### config.mk
export PLATFORM = sky130hd
export DESIGN_NAME = qmr_sum
export DESIGN_NICKNAME = d
export VERILOG_FILES = /design/src/rtl/qmr_pkg.sv /design/src/rtl/qmr_sum.sv
export SDC_FILE = /design/constraint.sdc
export NUM_CORES = 1
export LEC_CHECK = 0
export ABC_AREA = 1
export ABC_CLOCK_PERIOD_IN_PS = 17100
export BUFFER_PORTS_ARGS = -buffer_cell sky130_fd_sc_hd__buf_2
export CAP_MARGIN = 20
export CORE_AREA = 2 2 302 304
export DETAILED_ROUTE_END_ITERATION = 16
export DIE_AREA = 0 0 304 306
export PLACE_DENSITY = 0.51
export SLEW_MARGIN = 40
export SYNTH_ARGS = -nofsm -noshare
export SYNTH_HDL_FRONTEND = slang
export SYNTH_SLANG_ARGS = --single-unit
export TNS_END_PERCENT = 10
### constraint.sdc
create_clock -name i_clk -period 17.1 [get_ports i_clk]
set_clock_uncertainty 0.2 [all_clocks]
set_input_delay 0.855 -clock i_clk [delete_from_list [all_inputs] [get_ports i_clk]]
set_output_delay 0.855 -clock i_clk [all_outputs]
set_load 0.005 [all_outputs]
### src/rtl/qmr_pkg.sv
// ----------------------------------------------------------------------------
// qmr_pkg
// types, widths and the sign table shared by the quaternion multiply/rotate unit
// ----------------------------------------------------------------------------
package qmr_pkg;

    localparam int DATA_WIDTH = 16;
    localparam int FRAC       = DATA_WIDTH - 3;
    localparam int PW         = 2 * DATA_WIDTH;      // one raw product
    localparam int SW         = PW + 3;              // sum of four products plus rounding

    typedef logic signed [DATA_WIDTH-1:0] t_data;
    typedef t_data [3:0] t_quat;                     // [0] = w, [1] = x, [2] = y, [3] = z
    typedef logic signed [PW-1:0] t_prod;
    typedef t_prod [15:0] t_prods;                   // index {i, j} = x[i] * y[j]

    // component k, term n uses x[n] * y[k ^ n]; bit {k, n} set means subtract
    localparam logic [15:0] NEG_MASK = 16'b0100_0010_1000_1110;

    localparam logic signed [SW-1:0] MAXV = SW'((64'sd1 <<< (DATA_WIDTH - 1)) - 64'sd1);
    localparam logic signed [SW-1:0] MINV = SW'(-(64'sd1 <<< (DATA_WIDTH - 1)));
    localparam logic signed [SW-1:0] HALF = SW'(64'sd1 <<< (FRAC - 1));

    typedef enum logic {
        CMD_PRODUCT = 1'b0,
        CMD_ROTATE  = 1'b1
    } t_cmd;

    // sideband that travels with each item through the pipe
    typedef struct packed {
        t_cmd  cmd;
        logic  sat;
        t_quat a;      // first operand, kept for the conjugate pass
        t_quat t;      // result of the last sum stage
    } t_side;

    typedef struct packed {
        logic  command;
        t_data a_w;
        t_data a_x;
        t_data a_y;
        t_data a_z;
        t_data b_w;
        t_data b_x;
        t_data b_y;
        t_data b_z;
    } t_in;

    typedef struct packed {
        t_data r_w;
        t_data r_x;
        t_data r_y;
        t_data r_z;
        logic  saturated;
    } t_out;

endpackage

### src/rtl/qmr_sum.sv
// ----------------------------------------------------------------------------
// qmr_sum
// pipeline stage: signed sum of four products per component, round, saturate
// ----------------------------------------------------------------------------
module qmr_sum #(
    parameter bit LAST = 1'b0    // second pass: conjugate operand, final select
) (
    input  logic            i_clk,
    input  logic            i_rst_n,
    input  logic            i_valid,
    output logic            o_ready,
    input  qmr_pkg::t_prods i_prod,
    input  qmr_pkg::t_side  i_side,
    output logic            o_valid,
    input  logic            i_ready,
    output qmr_pkg::t_side  o_side
);
    import qmr_pkg::*;

    logic signed [SW-1:0] sum [4];
    logic signed [SW-1:0] rnd [4];
    t_quat                res;
    logic [3:0]           flg;
    logic                 r_valid;
    t_side                r_side;
    t_side                n_side;

    assign o_ready = !r_valid || i_ready;

    always_comb begin
        logic signed [SW-1:0] acc;
        logic signed [SW-1:0] term;
        logic [1:0]           jj;
        logic                 neg;
        for (int k = 0; k < 4; k++) begin
            acc = '0;
            for (int n = 0; n < 4; n++) begin
                jj   = 2'(k) ^ 2'(n);
                term = SW'($signed(i_prod[{2'(n), jj}]));
                // conjugate pass negates every vector part of the second operand
                neg  = NEG_MASK[{2'(k), 2'(n)}] ^ (LAST && (jj != 2'd0));
                acc  = neg ? acc - term : acc + term;
            end
            sum[k] = acc;
            rnd[k] = (sum[k] + HALF) >>> FRAC;
            if (rnd[k] > MAXV) begin
                res[k] = MAXV[DATA_WIDTH-1:0];
                flg[k] = 1'b1;
            end else if (rnd[k] < MINV) begin
                res[k] = MINV[DATA_WIDTH-1:0];
                flg[k] = 1'b1;
            end else begin
                res[k] = rnd[k][DATA_WIDTH-1:0];
                flg[k] = 1'b0;
            end
        end
    end

    always_comb begin
        n_side = i_side;
        if (!LAST) begin
            n_side.t   = res;
            n_side.sat = |flg;
        end else if (i_side.cmd == CMD_ROTATE) begin
            // rotated vector, scalar part not formed
            n_side.t[0] = '0;
            n_side.t[1] = res[1];
            n_side.t[2] = res[2];
            n_side.t[3] = res[3];
            n_side.sat  = i_side.sat | flg[1] | flg[2] | flg[3];
        end
    end

    always_ff @(posedge i_clk) begin
        if (!i_rst_n) begin
            r_valid <= 1'b0;
        end else if (o_ready) begin
            r_valid <= i_valid;
        end
    end

    always_ff @(posedge i_clk) begin
        if (i_valid && o_ready) begin
            r_side <= n_side;
        end
    end

    assign o_valid = r_valid;
    assign o_side  = r_side;

endmodule

---- Yosys cells after proc, flatten, opt, wreduce, memory -nomap -nowiden ----
Index checks and enable logic that the tools add are counted.
operators by class
  add/subtract/negate cells ............... 16
  magnitude comparators ................... 8
  mux-type cells .......................... 12
  reduce and logical (&&, ||, !) cells .... 4
operators by type and width
  cell                                                          count
  adder 35 x 14 -> 35 bit, second input constant                4
  > comparator 22 x 16 -> 1 bit, second input constant          4
  less-than comparator 22 x 16 -> 1 bit, second input constant  4
  adder 34 x 32 -> 35 bit                                       2
  subtractor 34 x 32 -> 35 bit                                  2
  adder 33 x 32 -> 34 bit                                       2
  subtractor 33 x 32 -> 34 bit                                  2
  adder 32 x 32 -> 33 bit                                       2
  subtractor 32 x 32 -> 33 bit                                  2
  2-to-1 mux 16 bit                                             4
  2-to-1 mux 1 bit                                              8
  OR reduction 4 bit                                            1
  logical AND 1 bit                                             1
  logical NOT 1 bit                                             1
  logical OR 1 bit                                              1
storage, ports and cells
  bits in registers ....................... 131
  input port bits ......................... 646
  output and inout port bits .............. 132
  logic and storage cells ................. 51

---- Depth between registers and ports, before layout ----
Gate-level depths: netlist of run 1.
  word-level depth ........................ 8
  mapped depth ............................ 25
  gate-level depth less buffers ........... 25

---- Worst setup path before layout of run 1 ----
No wires, ideal clock.
  path type ............................... input port to flip-flop
  start point ............................. input i_valid
  end point ............................... register r_side, in the netlist o_side[0], enable pin
  arrival time ............................ 7,151 ps
  required time ........................... 16,238 ps
  path slack .............................. 9,087 ps
  stages on the path ...................... 2
  cells stage by stage .................... inv_1 -> a21oi_1
on the way
  word-level cells in the longest chain between the ends .. 1
ends and longest elaborated chain
  element                 line           text
  start: declaration      qmr_sum.sv:10  input logic i_valid,
  logical AND 1 bit       qmr_sum.sv:83  if (i_valid && o_ready) begin
  end signal: assignment  qmr_sum.sv:84  r_side <= n_side;
  end: declaration        qmr_sum.sv:25  t_side r_side;
No other way between the ends.
A chain may end at the register's enable or synchronous reset.

==> impl_metrics.yaml, run 1 <==
floorplan:
  die_h_um: 306
  num_rows: 110
  die_x_um: 304
  start_util_pct: 23.46
  core_region_area_um2: 89600
  ioPinCount: 778
  dieArea_um2: 93020
global_route:
  grt_max_degree: 89
  grt_pass1_wl_um: 117300
  grt_usage_pct: 16.63
  antenna_found_initial: 9
  grt_pass1_vias: 20150
  globalRoute.totalOverflow: 0
worst_hold_path:
  hold_path_depth: 1
  hold_start: "i_side[109]"
  hold_end: "o_side[109]"
  hold_class: "input pin to register"
drt:
  first_iter_violations: 1073
  totalWireLength_um: 77310
  wl_per_cell_um: 17.20
  drt_pass1_iterations: 5
  antenna_left: 0
  vias: 19320
  viasPerCell: 4.298
  drc: 0
critical_path:
  crit_type: "input pin to register"
  slowest_delay_ps: 680
  reg2reg_to: "o_side[48]"
  worstPathMaxFanout: 16
  slowest_stage: "fa_1"
  worstPathArrival_ps: 5390
  worstPathRequired_ps: 17140
  endpoint_kind: "register"
  crit_path_frequent_cell: "nand2_1"
  start_kind: "input pin"
  path_buf_inv: 1
  r2r_cells: 3
  crit_path_cell_trace: "buf_2, fa_1, fa_1, ha_1, ha_1, nand2_2, nor2_1, nor2_1, nand2_1, a21oi_2, nand2_1, nand2_1, nand2_1, nor2_1, nand4_1, nand2_1, nand2_1, nor2_1, nand2_1"
  timing.rr.start: "o_valid"
  ff2ff_setup_slack_ps: 15160
  critical-path-top-delay-family: "simple AND/OR/NAND/NOR gates"
logic_synthesis:
  ys_seq_area_share_pct: 18.67
  syn_area_um2: 21020
  syn_area_per_cell_um2: 8.160
  synth.most_common_cell: "nand2_1"
  async_reset_ff_share_pct: 0
  yosys.area.top_type_share_pct: 24.00
  syn-num-nets: 3742
  synth_edf_count: 130
  syn_inst: 2576
  synth_area_leader_cell: "fa_1"
  synth.distinct_cells: 45
  ys_seq_elements: 131
  yosys-top-cells-area: "fa_1 24%, edfxtp_1 19%, ha_1 16%, nand2_1 12%, inv_1 9.1%"
  synth_flop_cell: "edfxtp_1"
  yosysWarnings: 0
  synth_common_cells: "673 x nand2_1, 507 x inv_1, 268 x ha_1"
power:
  power.leakage_nw: 14.05
  ir_drop_v: 0.00008779
  p_per_area_nw_per_um2: 136.3
placed_design:
  dp_slack_ps: 11210
  place.gp.congestion: 0.9116
  port_buffers: 712
  dp_hpwl_um: 69290
  placed_cell_area_um2: 26020
clock_tree:
  cts_tree: "built"
  cts_buffers: 17
  ctsHtreeMaxLevel: 4
  clkLatencyLatePin_ps: 510
  clock-root-buffer: "clkbuf_16"
  clk_pin_slew_worst_paths_ps: 90
  cts_setup_buffers: 0
  clk_path_buf_depth: 2
  ctsHoldBuffers: 0
  cts_sinks: 131
  post_cts_resized: 0
sta:
  min_period_ps: 5355
  setup_viol: 0
  period_share_pct: 31.31
  fin_ws_ps: 11750
  maxSlewHeadroom_pct: 44.54
  hold_viol_final: 0
  rsz0062_at_grt: "no"
  final_max_slew_viol_count: 0
  finalSetupTns_ps: 0
  clock.fmax_mhz: 186.8
  max_slew.worst_pin.slew_ps: 830.0
cells_and_area:
  final_core_util_pct: 29.72
  nets: 4466
  area_growth_pct: 26.69
  fillCellCount: 9738
  design_area_um2: 26630
  drive_gt1_share_pct: 25.51
run:
  maxCapViolations: 0
outcome:
  status: "finished clean"
area by class of cell:
| class | count | area [um2] | area share (%) |
|---|---|---|---|
| multi-input cells | 1921 | 15080 | 56.62 |
| flip-flops and latches | 131 | 3924 | 14.73 |
| repair buffers | 715 | 3618 | 13.59 |
| inverters | 514 | 1929 | 7.244 |
| well taps | 1176 | 1471 | 5.525 |
| clock buffers | 18 | 429.2 | 1.611 |
| clock inverters | 14 | 168.9 | 0.6342 |
| diodes | 5 | 12.51 | 0.04698 |
metal layers:
layer	up-vias	share of wire [%]	wire length (um)	GRT usage (%)
li1	9638	-	-	-
met1	8950	42	32850	20.27
met4	0	2.4	1822	5.299
met2	660	49	38140	29.42
met5	-	0	0	0
met3	68	5.8	4504	3.187
power by group:
group          switching [mW]  internal (mW)
registers              0.0268          0.507
clock network           0.192          0.220
logic                    1.74          0.943
cell families after synthesis:
kind of cell | after synthesis | share of synthesized area (%)
and+or+nand+nor | 1070 | 21.37
buffers and inverters | 524 | 9.654
adders and majority gates | 520 | 39.95
AOI/OAI and AO/OA | 268 | 7.625
DFF | 131 | 18.67
xor gates and xnor gates | 63 | 2.732
stage by stage:
step	hold slack (ps)	power, mW	std cells
floorplan	322.9	2.369	2576
global placement	343.4	3.238	4456
CTS	247.7	3.688	4489
global route	275.7	4.018	4493
finish	308.8	3.630	4494
detailed placement	342.0	3.236	4457
worst register-to-register path, cell delays in order, from the launching register on:
cell and delay [ps]:
dfxtp_1 350, a21oi_4 180, buf_12 290, buf_16 400
layout by cell type, fill, tap and decap left out, types with 4 or more instances in the layout:
cell       count
nor2_2         9
clkbuf_16     17
nand2_2       20
diode_2        5
xor2_1        23
edfxtp_1     130
a21o_1         8
inv_1        507
a21oi_1      123
buf_2        712
inv_8          4
a31oi_1       20
o21ai_1        5
o21bai_1      19
nor2_4         5
xnor2_1       37
o211ai_1       4
nor3_1        19
nor4_1         8
o21ai_0       45
o21ai_2       36
fa_1         252
inv_2          7
ha_1         268
nor2_1       183
nor4_2         4
nand3_1      111
nand4_1       22
nand2_1      673
how the worst max path moves through the flow:
stage | start | endpoint | slack [ps] | cells after the start
2_1_floorplan | i_valid | o_side[0] | 9090 | 2
3_3_place_gp | i_prod[117] | o_side[128] | 11240 | 19
3_5_place_dp | i_prod[117] | o_side[128] | 11210 | 19
4_1_cts | i_prod[117] | o_side[128] | 11790 | 19
5_1_grt | i_prod[117] | o_side[128] | 11380 | 19
6_report | i_prod[117] | o_side[128] | 11750 | 19
flip-flops by register name, summed over array words and instances, names as in the netlist:
name	flops
o_valid	1
o_side	130
No activity file was read; power rests on OpenSTA's default activity.
==> inputs of run 2 (changes only) <==
--- a/config.mk
+++ b/config.mk
@@ -6,13 +6,13 @@
 export NUM_CORES = 1
 export LEC_CHECK = 0
 export ABC_AREA = 1
-export ABC_CLOCK_PERIOD_IN_PS = 17100
+export ABC_CLOCK_PERIOD_IN_PS = 4850
 export BUFFER_PORTS_ARGS = -buffer_cell sky130_fd_sc_hd__buf_2
 export CAP_MARGIN = 20
-export CORE_AREA = 2 2 302 304
+export CORE_AREA = 2 2 305 307
 export DETAILED_ROUTE_END_ITERATION = 16
-export DIE_AREA = 0 0 304 306
-export PLACE_DENSITY = 0.51
+export DIE_AREA = 0 0 307 309
+export PLACE_DENSITY = 0.52
 export SLEW_MARGIN = 40
 export SYNTH_ARGS = -nofsm -noshare
 export SYNTH_HDL_FRONTEND = slang
==> constraint.sdc (replaced) <==
create_clock -name i_clk -period 4.85 [get_ports i_clk]
set_clock_uncertainty 0.2 [all_clocks]
set_input_delay 0.2425 -clock i_clk [delete_from_list [all_inputs] [get_ports i_clk]]
set_output_delay 0.2425 -clock i_clk [all_outputs]
set_load 0.005 [all_outputs]
==> run 2 against run 1 <==
  * Critical path depth unchanged
  * Hold slack worse by 99 ps
  * Combinational power rose to 3.6 times the previous value
  * Highest routed layer is now met5
==> impl_metrics.yaml, run 2 (synthesis results as in run 1) <==
placed_design:
  dp_slack_ps: -107.0
  port_buffers: 712
  place.gp.congestion: 0.9278
  dp_hpwl_um: 68690
  dpl.cell_count: 4478
floorplan:
  core_region_area_um2: 91390
  ioPinCount: 778
  start_util_pct: 23.00
  num_rows: 111
  dieArea_um2: 94860
  die_h_um: 309
  die_x_um: 307
global_route:
  globalRoute.totalOverflow: 0
  use_met1_pct: 20.20
  top_usage_layer: "met2"
  antenna_found_initial: 9
  grt_use_met3_pct: 3.056
  grt_pass1_vias: 20180
  grt_usage_pct: 16.19
  grt_pass1_wl_um: 116200
  grt_use_met2_pct: 28.20
  grt_max_degree: 131
drt:
  totalWireLength_um: 77420
  first_iter_violations: 974
  wl_per_cell_um: 16.91
  drt_pass1_iterations: 5
  viasPerCell: 4.268
  vias: 19540
  antenna_left: 0
  drc: 0
cells_and_area:
  fillCellCount: 9930
  largest_reg_flops: 130
  final_cells: 4579
  area_growth_pct: 30.38
  nets: 4545
  layout_common_cells: "712 x buf_2, 673 x nand2_1, 507 x inv_1, 268 x ha_1, 252 x fa_1"
  mostFrequentLayoutCell: "buf_2"
  final_core_util_pct: 29.99
  drive_gt1_share_pct: 25.29
power:
  power.leakage_nw: 14.39
  p_per_area_nw_per_um2: 471.0
  ir_drop_v: 0.0002840
  power.total_mw: 12.91
critical_path:
  crit_path_cell_trace: "buf_2, inv_1, fa_1, fa_1, ha_1, ha_1, nand2_1, nor2_1, nand4_1, nor2_1, nand4_1, nand4_1, xnor2_1, inv_1, nand2_1, nand2_1, nor2_1, buf_4, nand2_1"
  ff2ff_setup_slack_ps: 3010
  worstPathRequired_ps: 4900
  timing.rr.start: "o_valid"
  endpoint_kind: "register"
  worstPathArrival_ps: 4380
  start_kind: "input pin"
  slowest_delay_ps: 590
  r2r_cells: 3
  reg2reg_to: "o_side[29]"
  endpoint: "o_side[128]"
  crit_type: "input pin to register"
  crit_path_start: "i_prod[188]"
  crit_path_frequent_cell: "nand2_1"
  slowest_stage: "fa_1"
  worstPathMaxFanout: 7
sta:
  min_period_ps: 4325
  setup_viol: 0
  rsz0062_at_grt: "no"
  final_max_slew_viol_count: 0
  clock.fmax_mhz: 231.2
  maxSlewHeadroom_pct: 65.96
  max_slew.worst_pin.slew_ps: 505.2
  fin_ws_ps: 524.8
  period_share_pct: 89.18
  hold_viol_final: 0
  hold_ws_ps: 209.4
outcome:
  status: "finished clean"
clock_tree:
  cts_sinks: 131
  clk_pin_slew_worst_paths_ps: 70
  clock-root-buffer: "clkbuf_16"
  clkLatencyLatePin_ps: 480
  cts_tree: "built"
  post_cts_resized: 0
  cts_buffers: 17
  ctsHtreeMaxLevel: 4
  clk_path_buf_depth: 2
run:
  maxCapViolations: 0
worst_hold_path:
  hold_class: "input pin to register"
==> run 2: cell type report <==
cell class	instances	area, um2	area share, %
multi-input cells	1921	15080	55.02
repair buffers	794	4404	16.07
flip-flops and latches	131	3924	14.32
inverters	514	1929	7.039
well taps	1186	1484	5.414
clock buffers	17	425.4	1.552
clock inverters	15	158.9	0.5798
diodes	1	2.502	0.009130
==> run 2: worst max-delay path, delay by kind of cell <==
family	cells	cell delay [ps]
buf+inv	4	370
simple gates	10	1790
fa+ha+maj	4	1780
xor+xnor	1	190
==> run 2: worst min-delay path by stage <==
| stage | from | to | slack, ps | cells past startpoint |
|---|---|---|---|---|
| floorplan | i_side[100] | o_side[100] | 140 | 0 |
| global placement | i_side[72] | o_side[72] | 220 | 1 |
| detailed placement | i_side[114] | o_side[114] | 220 | 1 |
| CTS | i_side[124] | o_side[124] | 190 | 2 |
| global route | i_ready | o_side[3] | 210 | 4 |
| finish | i_ready | o_side[3] | 210 | 4 |
==> run 2: through the flow <==
stage               cell area [um2]  TNS, ps
floorplan                     21030        0
global route                  27410        0
detailed placement            26120   -107.0
CTS                           27380        0
global placement              26120   -49.87
finish                        27410        0
==> run 2: where the power goes <==
| group | leakage (nW) | internal (mW) | switching (mW) |
|---|---|---|---|
| combinational | 12.8 | 3.47 | 6.15 |
| sequential | 1.27 | 1.79 | 0.121 |
| clock | 0.282 | 0.687 | 0.693 |
==> run 2: timing repair <==
item | 4_1_cts | 5_1_grt
endpoints found under the setup margin | 0 | 0
buffers inserted | 0 | 0
hold endpoints to repair | 66 | 0
hold buffers | 67 | 0
==> run 2: routing by layer <==
| metal | part of all wire (%) | vias to the layer above |
|---|---|---|
| li1 | - | 9793 |
| met1 | 43 | 9008 |
| met2 | 48 | 658 |
| met3 | 5.7 | 80 |
| met4 | 2.4 | 4 |
| met5 | 0.040 | - |
==> inputs of run 3 (changes only) <==
==> constraint.sdc (replaced) <==
create_clock -name i_clk -period 4.85 [get_ports i_clk]
set_clock_uncertainty 0.2 [all_clocks]
set_input_delay 0.7275 -clock i_clk [delete_from_list [all_inputs] [get_ports i_clk]]
set_output_delay 0.7275 -clock i_clk [all_outputs]
set_load 0.005 [all_outputs]
==> run 3 against run 2 <==
  * First-iteration DRC count is 2.7% lower
  * Register-to-register slack worse by 200 ps
  * Maximum frequency is 2.9% lower
  * Core utilization is 0.45 points higher
  * Critical path type unchanged
  * Hold slack worse by 7.2 ps
  * Global-route usage is 0.15 points higher
  * Total power is 8.6% higher
  * Routed wire length is 0.66% higher
==> impl_metrics.yaml, run 3 (synthesis results as in run 1) <==
cells_and_area:
  layout_common_cells: "712 x buf_2, 672 x nand2_1, 507 x inv_1, 268 x ha_1, 252 x fa_1"
  mostFrequentLayoutCell: "buf_2"
  area_growth_pct: 32.35
  final_cells: 4648
  drive_gt1_share_pct: 28.60
  fillCellCount: 9908
  multiInputGateArea_um2: 15080
  nets: 4608
  design_area_um2: 27820
  largest_reg_flops: 130
  final_core_util_pct: 30.44
  seqCellArea_um2: 3924
power:
  p_per_area_nw_per_um2: 503.8
  power.total_mw: 14.02
  switching_power_mw: 7.105
  clkPwrFrac_pct: 10.6
  p_sw_share_pct: 50.69
  p_seq_share_pct: 13.4
  power.leakage_nw: 14.79
  power_frac_comb_pct: 76.0
  ir_drop_v: 0.0002846
  internal-power_mw: 6.912
floorplan:
  dieArea_um2: 94860
  die_x_um: 307
  die_h_um: 309
  start_util_pct: 23.00
  ioPinCount: 778
  core_region_area_um2: 91390
  num_rows: 111
drt:
  antenna_left: 0
  vias: 19720
  routed.top_layer: "met5"
  first_iter_violations: 948
  wl_met1_um: 32400
  wl_met2_um: 36900
  totalWireLength_um: 77930
  wl_per_cell_um: 16.77
  wl_met3_um: 5677
  drc: 0
  drt_pass1_iterations: 5
  viasPerCell: 4.244
clock_tree:
  clock-root-buffer: "clkbuf_16"
  clkLatencyLatePin_ps: 480
  clk_pin_slew_worst_paths_ps: 80
  cts_sinks: 131
  ctsHoldBuffers: 0
  cts_tree: "built"
  ctsHtreeMaxLevel: 4
  clk_path_buf_depth: 2
  cts_buffers: 17
run:
  maxCapViolations: 0
worst_hold_path:
  hold_class: "input pin to register"
sta:
  period_share_pct: 91.86
  hold_viol_final: 0
  min_period_ps: 4455
  clock.fmax_mhz: 224.5
  setup_viol: 0
  rsz0062_at_grt: "no"
  max_slew.worst_pin.slew_ps: 638.8
  final_max_slew_viol_count: 0
  maxSlewHeadroom_pct: 57.32
global_route:
  grt_usage_pct: 16.34
  globalRoute.totalOverflow: 0
  grt_max_degree: 58
  grt_pass1_wl_um: 116100
  grt_pass1_vias: 20500
  antenna_found_initial: 14
critical_path:
  start_kind: "input pin"
  crit_path_start: "i_prod[124]"
  worstPathArrival_ps: 4510
  worstPathMaxFanout: 4
  ff2ff_setup_slack_ps: 2810
  crit_type: "input pin to register"
  endpoint: "o_side[128]"
  crit_path_frequent_cell: "nand2_1"
  r2r_cells: 2
  reg2reg_to: "o_side[48]"
  slowest_stage: "fa_1"
  timing.rr.start: "o_valid"
  slowest_delay_ps: 550
  worstPathRequired_ps: 4900
  crit_path_cell_trace: "buf_2, fa_1, fa_1, ha_1, ha_1, nand2_1, nor2_1, nand2_1, a21oi_1, buf_4, nor2_1, nand3_1, nand2_1, nor2_1, nand4_1, nand2_2, nand2_1, nor2_1, buf_4, nand2_1"
  endpoint_kind: "register"
placed_design:
  port_buffers: 712
  dpl.cell_count: 4609
  placed_cell_area_um2: 27180
  dp_hpwl_um: 70210
  place.gp.congestion: 0.9166
outcome:
  status: "finished clean"
-- run 3: changes by cell type in the layout (fill, tap and decap cells not counted), sizes merged --
cell / delta
diode: +6
bufinv: +3
clkinvlp: -1
inv: -2
buf: +130
dlygate4sd3: -67
-- run 3: area by class of cell --
cell class / instances / area share [%]
tap: 1186 / 5.334
clock buffer: 17 / 1.529
inverter: 514 / 6.935
timing repair buffer: 857 / 17.13
clock inverter: 15 / 0.7016
antenna: 7 / 0.06296
sequential: 131 / 14.10
multi-input combinational: 1921 / 54.21
-- run 3: stage by stage --
| stage | TNS [ps] | setup WS [ps] | hold WS (ps) |
|---|---|---|---|
| after floorplan | 0 | 618.7 | 358.1 |
| after global placement | -1659 | -294.4 | 343.2 |
| after detailed placement | -1748 | -318.3 | 354.3 |
| after CTS | 0 | 250.1 | 138.8 |
| after global routing | 0 | 76.77 | 164.4 |
| final | 0 | 394.7 | 202.2 |
-- run 3: worst max-delay path, delay by kind of cell --
| family | cells | cell delay, ps |
|---|---|---|
| buf+inv | 3 | 440 |
| fa+ha+maj | 4 | 1680 |
| compound gates | 1 | 280 |
| simple gates | 12 | 1360 |
-- run 3: worst min-delay path by stage --
stage | cells past startpoint | slack, ps | start | to
3_5_place_dp | 2 | 350 | o_valid | o_valid
5_1_grt | 1 | 160 | i_side[126] | o_side[126]
6_report | 1 | 200 | i_side[124] | o_side[124]
2_1_floorplan | 2 | 360 | o_valid | o_valid
3_3_place_gp | 2 | 340 | o_valid | o_valid
4_1_cts | 1 | 140 | i_side[112] | o_side[112]
-- run 3: power by group through the flow --
stage | combinational [mW] | clock [mW] | sequential, mW
after floorplan | 6.41 | 0 | 1.94
after global placement | 10.7 | 0 | 1.90
after detailed placement | 10.7 | 0 | 1.90
after CTS | 10.8 | 1.57 | 1.88
after global routing | 12.0 | 1.59 | 1.91
final | 10.7 | 1.49 | 1.87
-- run 3: routing by layer --
layer	vias to the layer above	GRT usage [%]
li1	9918	-
met1	9026	19.51
met2	670	27.76
met3	102	4.275
met4	8	6.897
met5	-	0
-- run 3: repair_timing --
action | CTS | global route
setup buffers | 0 | 0
endpoints found under the setup margin | 0 | 1
gates resized for setup | 0 | 1
